## src/rtl/tcba_pkg.sv

```systemverilog
package tcba_pkg;

    // Window and packing of the running total.
    localparam int WINDOW_LEN  = 39;
    localparam int TALLY_WIDTH = 10;
    localparam int GAIN_SHIFT  = 3;

    localparam int TOTAL_W = 32;
    localparam int CAP_W   = 16;
    localparam int OUT_W   = 16;

    localparam int POS_W = $clog2(WINDOW_LEN);
    localparam int BIT_W = $clog2(TOTAL_W);

    // The difference is scaled by a right shift, or by a left shift when the
    // gain exceeds the tally width.
    localparam int SHR = (TALLY_WIDTH >= GAIN_SHIFT) ? (TALLY_WIDTH - GAIN_SHIFT) : 0;
    localparam int SHL = (GAIN_SHIFT > TALLY_WIDTH) ? (GAIN_SHIFT - TALLY_WIDTH) : 0;

    localparam int DIV_BITS  = TOTAL_W - SHR;
    localparam int DIV_CNT_W = $clog2(DIV_BITS);

    typedef enum logic [2:0] {
        S_IDLE,
        S_ADD,
        S_RD,
        S_LD,
        S_SUB,
        S_DIVGO,
        S_DIV,
        S_OUT
    } t_state;

    typedef struct packed {
        logic busy;
        logic done;
    } t_div_status;

endpackage

```

## src/rtl/tcba_ram.sv

```systemverilog
module tcba_ram #(
    parameter int WIDTH = 32,
    parameter int DEPTH = 64
) (
    input  logic                     i_clk,
    input  logic                     i_we,
    input  logic [$clog2(DEPTH)-1:0] i_addr,
    input  logic [WIDTH-1:0]         i_wdata,
    output logic [WIDTH-1:0]         o_rdata
);

    logic [WIDTH-1:0] r_mem [DEPTH];
    logic [WIDTH-1:0] r_rdata;

    always_ff @(posedge i_clk) begin
        if (i_we) begin
            r_mem[i_addr] <= i_wdata;
        end
        r_rdata <= r_mem[i_addr];
    end

    assign o_rdata = r_rdata;

endmodule

```

## src/rtl/tcba_div.sv

```systemverilog
module tcba_div (
    input  logic                                i_clk,
    input  logic                                i_rst_n,
    input  logic                                i_start,
    input  logic [tcba_pkg::DIV_BITS-1:0]       i_dividend,
    input  logic [tcba_pkg::TALLY_WIDTH-1:0]    i_divisor,
    output tcba_pkg::t_div_status               o_status,
    output logic [tcba_pkg::DIV_BITS-1:0]       o_quotient
);

    logic                                  r_busy;
    logic                                  r_done;
    logic [tcba_pkg::DIV_BITS-1:0]         r_quot;
    logic [tcba_pkg::TALLY_WIDTH-1:0]      r_rem;
    logic [tcba_pkg::TALLY_WIDTH-1:0]      r_divisor;
    logic [tcba_pkg::DIV_CNT_W-1:0]        r_cnt;

    logic [tcba_pkg::TALLY_WIDTH:0]        w_trial;
    logic [tcba_pkg::TALLY_WIDTH:0]        w_diff;
    logic                                  w_ge;

    // Restoring division, one quotient bit a cycle: the dividend shifts out
    // of the top of r_quot while quotient bits enter at the bottom.
    assign w_trial = {r_rem, r_quot[tcba_pkg::DIV_BITS-1]};
    assign w_ge    = (w_trial >= {1'b0, r_divisor});
    assign w_diff  = w_trial - {1'b0, r_divisor};

    always_ff @(posedge i_clk) begin
        if (!i_rst_n) begin
            r_busy <= 1'b0;
            r_done <= 1'b0;
        end else begin
            r_done <= 1'b0;
            if (i_start) begin
                // A zero count passes the sum through undivided.
                r_busy <= (i_divisor != '0);
                r_done <= (i_divisor == '0);
            end else if (r_busy && (r_cnt == tcba_pkg::DIV_CNT_W'(tcba_pkg::DIV_BITS - 1))) begin
                r_busy <= 1'b0;
                r_done <= 1'b1;
            end
        end
    end

    always_ff @(posedge i_clk) begin
        if (i_start) begin
            r_quot    <= i_dividend;
            r_rem     <= '0;
            r_divisor <= i_divisor;
            r_cnt     <= '0;
        end else if (r_busy) begin
            r_quot <= {r_quot[tcba_pkg::DIV_BITS-2:0], w_ge};
            r_rem  <= w_ge ? w_diff[tcba_pkg::TALLY_WIDTH-1:0]
                           : w_trial[tcba_pkg::TALLY_WIDTH-1:0];
            r_cnt  <= r_cnt + 1'b1;
        end
    end

    assign o_status.busy = r_busy;
    assign o_status.done = r_done;
    assign o_quotient    = r_quot;

endmodule

```

## src/rtl/touch_charge_time_boxcar_average_unit.sv

```systemverilog
// Boxcar average of touch charge times. A capture transaction adds the packed
// sample (value above a 10-bit tally) to the 32-bit running total one bit a
// cycle. A report transaction advances the ring position, reads the 39-entry
// snapshot memory, subtracts the snapshot from the total one bit a cycle and
// then divides the scaled sum by the tally in a restoring divider at one
// quotient bit a cycle; the result is then presented, with the division
// skipped when the tally is zero. One transaction is worked on at a time;
// the finished result sits in an output register so that a new transaction
// can be accepted while it waits.
module touch_charge_time_boxcar_average_unit (
    input  logic                       i_clk,
    input  logic                       i_rst_n,
    input  logic                       i_in_valid,
    output logic                       o_in_stall,
    input  logic                       i_mode,
    input  logic [tcba_pkg::CAP_W-1:0] i_capture_value,
    output logic                       o_out_valid,
    input  logic                       i_out_stall,
    output logic [tcba_pkg::OUT_W-1:0] o_low_res,
    output logic [tcba_pkg::OUT_W-1:0] o_hi_res
);

    tcba_pkg::t_state                   r_state;
    tcba_pkg::t_state                   n_state;

    logic [tcba_pkg::TOTAL_W-1:0]       r_total;
    logic [tcba_pkg::TOTAL_W-1:0]       r_opnd;
    logic                               r_cy;
    logic [tcba_pkg::BIT_W-1:0]         r_bit;
    logic [tcba_pkg::POS_W-1:0]         r_pos;
    logic [tcba_pkg::WINDOW_LEN-1:0]    r_vld;
    logic                               r_out_valid;
    logic [tcba_pkg::OUT_W-1:0]         r_low_res;
    logic [tcba_pkg::OUT_W-1:0]         r_hi_res;

    logic                               w_accept;
    logic                               w_in_stall;
    logic                               w_ram_we;
    logic                               w_div_start;
    logic                               w_out_load;
    logic                               w_last_bit;
    logic                               w_slot_free;
    logic [tcba_pkg::POS_W-1:0]         w_pos_next;
    logic [tcba_pkg::TOTAL_W-1:0]       w_rdata;
    logic [tcba_pkg::TOTAL_W-1:0]       w_snap;
    logic                               w_t;
    logic                               w_o;
    logic                               w_add_bit;
    logic                               w_add_cy;
    logic                               w_sub_bit;
    logic                               w_sub_bw;
    logic [tcba_pkg::TOTAL_W-1:0]       w_scaled;
    logic [tcba_pkg::DIV_BITS-1:0]      w_quot;
    logic [tcba_pkg::TOTAL_W-1:0]       w_quot_ext;
    tcba_pkg::t_div_status              w_div_status;

    assign w_accept    = i_in_valid && !w_in_stall;
    assign w_last_bit  = (r_bit == tcba_pkg::BIT_W'(tcba_pkg::TOTAL_W - 1));
    assign w_slot_free = !r_out_valid || !i_out_stall;
    assign w_pos_next  = (r_pos == tcba_pkg::POS_W'(tcba_pkg::WINDOW_LEN - 1))
                       ? '0 : r_pos + 1'b1;

    // Serial adder for captures and serial subtractor for reports share the
    // rotating total and the operand shift register.
    assign w_t       = r_total[0];
    assign w_o       = r_opnd[0];
    assign w_add_bit = w_t ^ w_o ^ r_cy;
    assign w_add_cy  = (w_t & w_o) | (w_t & r_cy) | (w_o & r_cy);
    assign w_sub_bit = w_t ^ w_o ^ r_cy;
    assign w_sub_bw  = (~w_t & w_o) | (~w_t & r_cy) | (w_o & r_cy);

    // Entries never written since reset read as zero.
    assign w_snap = r_vld[r_pos] ? w_rdata : '0;

    assign w_scaled   = (r_opnd >> tcba_pkg::SHR) << tcba_pkg::SHL;
    assign w_quot_ext = tcba_pkg::TOTAL_W'(w_quot);

    tcba_ram #(
        .WIDTH (tcba_pkg::TOTAL_W),
        .DEPTH (tcba_pkg::WINDOW_LEN)
    ) u_snap_ram (
        .i_clk   (i_clk),
        .i_we    (w_ram_we),
        .i_addr  (r_pos),
        .i_wdata (r_total),
        .o_rdata (w_rdata)
    );

    tcba_div u_div (
        .i_clk      (i_clk),
        .i_rst_n    (i_rst_n),
        .i_start    (w_div_start),
        .i_dividend (w_scaled[tcba_pkg::DIV_BITS-1:0]),
        .i_divisor  (r_opnd[tcba_pkg::TALLY_WIDTH-1:0]),
        .o_status   (w_div_status),
        .o_quotient (w_quot)
    );

    always_comb begin
        n_state = r_state;
        unique case (r_state)
            tcba_pkg::S_IDLE: begin
                if (i_in_valid) begin
                    n_state = i_mode ? tcba_pkg::S_RD : tcba_pkg::S_ADD;
                end
            end
            tcba_pkg::S_ADD: begin
                if (w_last_bit) begin
                    n_state = tcba_pkg::S_IDLE;
                end
            end
            tcba_pkg::S_RD:    n_state = tcba_pkg::S_LD;
            tcba_pkg::S_LD:    n_state = tcba_pkg::S_SUB;
            tcba_pkg::S_SUB: begin
                if (w_last_bit) begin
                    n_state = tcba_pkg::S_DIVGO;
                end
            end
            tcba_pkg::S_DIVGO: n_state = tcba_pkg::S_DIV;
            tcba_pkg::S_DIV: begin
                if (w_div_status.done) begin
                    n_state = tcba_pkg::S_OUT;
                end
            end
            tcba_pkg::S_OUT: begin
                if (w_slot_free) begin
                    n_state = tcba_pkg::S_IDLE;
                end
            end
        endcase
    end

    always_comb begin
        w_in_stall  = 1'b1;
        w_ram_we    = 1'b0;
        w_div_start = 1'b0;
        w_out_load  = 1'b0;
        unique case (r_state)
            tcba_pkg::S_IDLE:  w_in_stall  = 1'b0;
            tcba_pkg::S_LD:    w_ram_we    = 1'b1;
            tcba_pkg::S_DIVGO: w_div_start = 1'b1;
            tcba_pkg::S_OUT:   w_out_load  = w_slot_free;
            tcba_pkg::S_ADD,
            tcba_pkg::S_RD,
            tcba_pkg::S_SUB,
            tcba_pkg::S_DIV:   w_in_stall  = 1'b1;
        endcase
    end

    always_ff @(posedge i_clk) begin
        if (!i_rst_n) begin
            r_state     <= tcba_pkg::S_IDLE;
            r_total     <= '0;
            r_bit       <= '0;
            r_pos       <= '0;
            r_vld       <= '0;
            r_out_valid <= 1'b0;
        end else begin
            r_state <= n_state;
            if (w_accept && i_mode) begin
                r_pos <= w_pos_next;
            end
            if (w_accept) begin
                r_bit <= '0;
            end else if (r_state == tcba_pkg::S_ADD || r_state == tcba_pkg::S_SUB) begin
                r_bit <= r_bit + 1'b1;
            end else begin
                r_bit <= '0;
            end
            // The total rotates through a full turn in either serial pass;
            // only a capture changes its bits.
            if (r_state == tcba_pkg::S_ADD) begin
                r_total <= {w_add_bit, r_total[tcba_pkg::TOTAL_W-1:1]};
            end else if (r_state == tcba_pkg::S_SUB) begin
                r_total <= {w_t, r_total[tcba_pkg::TOTAL_W-1:1]};
            end
            if (w_ram_we) begin
                r_vld[r_pos] <= 1'b1;
            end
            if (w_out_load) begin
                r_out_valid <= 1'b1;
            end else if (!i_out_stall) begin
                r_out_valid <= 1'b0;
            end
        end
    end

    always_ff @(posedge i_clk) begin
        if (w_accept) begin
            r_opnd <= tcba_pkg::TOTAL_W'({i_capture_value, tcba_pkg::TALLY_WIDTH'(1)});
            r_cy   <= 1'b0;
        end else if (r_state == tcba_pkg::S_LD) begin
            r_opnd <= w_snap;
            r_cy   <= 1'b0;
        end else if (r_state == tcba_pkg::S_ADD) begin
            r_opnd <= {1'b0, r_opnd[tcba_pkg::TOTAL_W-1:1]};
            r_cy   <= w_add_cy;
        end else if (r_state == tcba_pkg::S_SUB) begin
            // The difference fills the operand register from the top.
            r_opnd <= {w_sub_bit, r_opnd[tcba_pkg::TOTAL_W-1:1]};
            r_cy   <= w_sub_bw;
        end
        if (w_out_load) begin
            r_low_res <= w_quot_ext[tcba_pkg::GAIN_SHIFT +: tcba_pkg::OUT_W];
            r_hi_res  <= w_quot_ext[tcba_pkg::OUT_W-1:0];
        end
    end

    assign o_in_stall  = w_in_stall;
    assign o_out_valid = r_out_valid;
    assign o_low_res   = r_low_res;
    assign o_hi_res    = r_hi_res;

`ifndef SYNTHESIS
    a_pos_in_window: assert property (@(posedge i_clk) disable iff (!i_rst_n)
        r_pos <= tcba_pkg::POS_W'(tcba_pkg::WINDOW_LEN - 1))
        else $error("ring position beyond the window");

    a_div_running: assert property (@(posedge i_clk) disable iff (!i_rst_n)
        (r_state == tcba_pkg::S_DIV && !w_div_status.done) |-> w_div_status.busy)
        else $error("waiting on a divider that is not running");

    a_div_quiet: assert property (@(posedge i_clk) disable iff (!i_rst_n)
        (r_state == tcba_pkg::S_IDLE || r_state == tcba_pkg::S_ADD)
            |-> (!w_div_status.busy && !w_div_status.done))
        else $error("divider active outside a report");

    a_out_loaded: assert property (@(posedge i_clk) disable iff (!i_rst_n)
        (r_state == tcba_pkg::S_OUT && w_slot_free) |=> o_out_valid)
        else $error("report result not presented");

    a_total_held: assert property (@(posedge i_clk) disable iff (!i_rst_n)
        (r_state == tcba_pkg::S_DIVGO) |-> (r_bit == '0))
        else $error("serial bit counter not returned to zero");
`endif

endmodule
```

## config.mk

```make
export PLATFORM = sky130hd
export DESIGN_NAME = touch_charge_time_boxcar_average_unit
export DESIGN_NICKNAME = d
export VERILOG_FILES = /design/src/rtl/tcba_pkg.sv /design/src/rtl/tcba_ram.sv /design/src/rtl/tcba_div.sv /design/src/rtl/touch_charge_time_boxcar_average_unit.sv
export SDC_FILE = /design/constraint.sdc
export NUM_CORES = 2
export LEC_CHECK = 0
export ABC_AREA = 1
export BUFFER_PORTS_ARGS = -buffer_cell sky130_fd_sc_hd__buf_2
export CORE_ASPECT_RATIO = 1.25
export CORE_MARGIN = 2
export CORE_UTILIZATION = 50
export DETAILED_ROUTE_END_ITERATION = 8
export PLACE_DENSITY = 0.75
export SETUP_SLACK_MARGIN = 0.3
export SYNTH_ARGS = -nofsm -noshare
export SYNTH_HDL_FRONTEND = slang
export SYNTH_HIERARCHICAL = 1
export SYNTH_SLANG_ARGS = --single-unit
```

## constraint.sdc

```tcl
create_clock -name i_clk -period 6.2 [get_ports i_clk]
set_clock_uncertainty 0.05 [all_clocks]
set_input_delay 1.24 -clock i_clk [delete_from_list [all_inputs] [get_ports i_clk]]
set_output_delay 1.24 -clock i_clk [all_outputs]
set_load 0.1 [all_outputs]
```

==> flow_summary.json <==
{
  "status": "complete, no violations",
  "ir_worst_vdd_v": 0.000286,
  "syn-instance-count": 5735,
  "yosys_warnings": 6,
  "grt_util_met1": 0.304,
  "num_vias": 41100,
  "grt_busiest_layer": "met2",
  "synth_nets": 5775,
  "static-leakage-power_nw": 26.3,
  "detail-route-antenna-nets": 0,
  "hold_path.class": "reg -> reg",
  "portBuffers": 54,
  "hold_ws_ns": 0.396,
  "floorplan.io_pins": 55,
  "r2r_cells": 11,
  "dr.first_iter.drc_count": 4814,
  "syn-cell-area_um2": 60800,
  "critPathKind": "reg -> reg",
  "detailedRoute.firstPassIterationCount": 8,
  "chipHeight_um": 394,
  "clock_insertion_delay_worst_skew_ns": 0.77,
  "layout.cells.non_filler": 7403,
  "critical_path.startpoint_type": "flop",
  "setup_slack_ns": 2.33,
  "track_usage": 0.241,
  "most_common_cell_after_layout_fill_and_taps_aside": "nand2_1",
  "worstPathArrival_ns": 4.44,
  "grt_antenna_before_repair": 3,
  "dp_slack_ns": 2.47,
  "post-route-drc-count": 0,
  "drv.max_cap_violation_count": 0,
  "numCtsBuffers": 137,
  "nets": 5736,
  "place_congestion": 0.914,
  "maximum_net_fanout_on_the_critical_path": 85,
  "setup_total_negative_slack_ns": 0,
  "starting_density": 0.502,
  "route.final.wire_length_mm": 152,
  "floorplan.rows": 143,
  "top_library_cells_by_usage_in_the_layout_fill_and_taps_aside": "nand2_1, edfxtp_1, nor2_1",
  "buffer_levels_on_the_longest_clock_path": 3,
  "grt_start_max_net_pins": 197,
  "postCtsResizedCells": 0,
  "cts_tree": "built",
  "holdBufCountCts": 0,
  "timing.hold.worst_path_depth": 0,
  "ctsRootBufferMaster": "clkbuf_16",
  "hold_violations": 0,
  "finalCoreUtilization": 0.552,
  "maxSlewViolCount": 0,
  "grt_first_pass_wirelength_mm": 229,
  "power.density_nw_per_um2": 320,
  "post_drt_via_cell_ratio": 5.56,
  "top_achievable_clock_speed_ghz": 0.258,
  "drive_above_1_share": 0.0785,
  "number_of_global_route_vias_before_repair": 40100,
  "global_route.overflow_total": 0,
  "max_slew.worst_pin.slew_ns": 1.42,
  "cts_setup_buffers": 0,
  "grt_util_met2": 0.402,
  "design.core.area_um2": 121000,
  "finalSetupViolCount": 0,
  "use_met3": 0.0461,
  "worst-endpoint-required_ns": 6.77,
  "end_kind": "flop",
  "final.min_clock_period_ns": 3.87,
  "areaGrowthSynthToFinish_pct": 9.86,
  "grt_setup_unrepaired": "false",
  "place.detailed.instances": 7151,
  "place_hpwl_mm": 84.0,
  "layout_worst_path_cycle_share": 0.624,
  "dieArea_um2": 124000,
  "avgSynthCellArea_um2": 10.6,
  "clkSinkCount": 1470,
  "chipWidth_um": 316,
  "max_slew_margin": 0.0530,
  "clock_tree.htree_level_count": 4,
  "drt-wirelength-per-cell_um": 20.5,
  "clk_pin_slew_ns": 0.06
}
-- through the flow --
step | total power, W | area (µm²)
after floorplan | 0.0128 | 60800
after global placement | 0.0133 | 62500
after detailed placement | 0.0134 | 62500
after CTS | 0.0214 | 66800
after global routing | 0.0221 | 66800
final | 0.0214 | 66800
-- report_power, final --
part | total (W) | switching (W) | internal, W
logic | 0.00213 | 0.00152 | 0.000604
clock network | 0.00817 | 0.00360 | 0.00457
registers | 0.0111 | 0.000219 | 0.0109
total | 0.0214 | 0.00534 | 0.0160
-- flip-flops by register name, indices dropped and copies added (netlist names), 6 cells and up --
signal              cells
u_snap_ram/r_mem     1248
r_vld                  39
r_opnd                 32
r_total                32
u_snap_ram/o_rdata     32
u_div/o_quotient       25
o_low_res              16
u_div/r_divisor        10
u_div/r_rem            10
r_pos                   6
-- final cells by class --
class,count,area (µm²)
well taps,1595,2000
fillers,9740,54300
clock buffers,171,3650
multi-input cells,3708,16000
repair buffers,126,868
flip-flops and latches,1470,42700
clock inverters,78,661
inverters,253,965
diodes,2,5.00
-- final timing paths --
kind,slack (ns),from,endpoint
setup / recovery,2.33,r_pos[1],r_opnd[21]
hold / removal,0.40,u_div/o_quotient[15],o_low_res[12]
setup reg to reg,2.33,r_pos[1],r_opnd[21]
hold reg to reg,0.40,u_div/o_quotient[15],o_low_res[12]
-- worst max-delay path: stages (launching register included) --
cell,delay (ns)
dfxtp_4,0.77
buf_4,0.92
nand2_1,0.33
nor2_1,0.29
nand2_1,0.08
nand2_1,0.08
nor2_1,0.04
a21boi_1,0.14
nor2_1,0.07
nand2_2,0.45
nand3_1,0.19
nand3_1,0.14
-- routing by layer --
layer,up-vias,wire length [µm]
li1,18900,-
met1,19800,56600
met2,2073,74700
met3,366,14000
met4,2,6470
met5,-,12
Note: power is estimated with default switching activity, not from simulation.
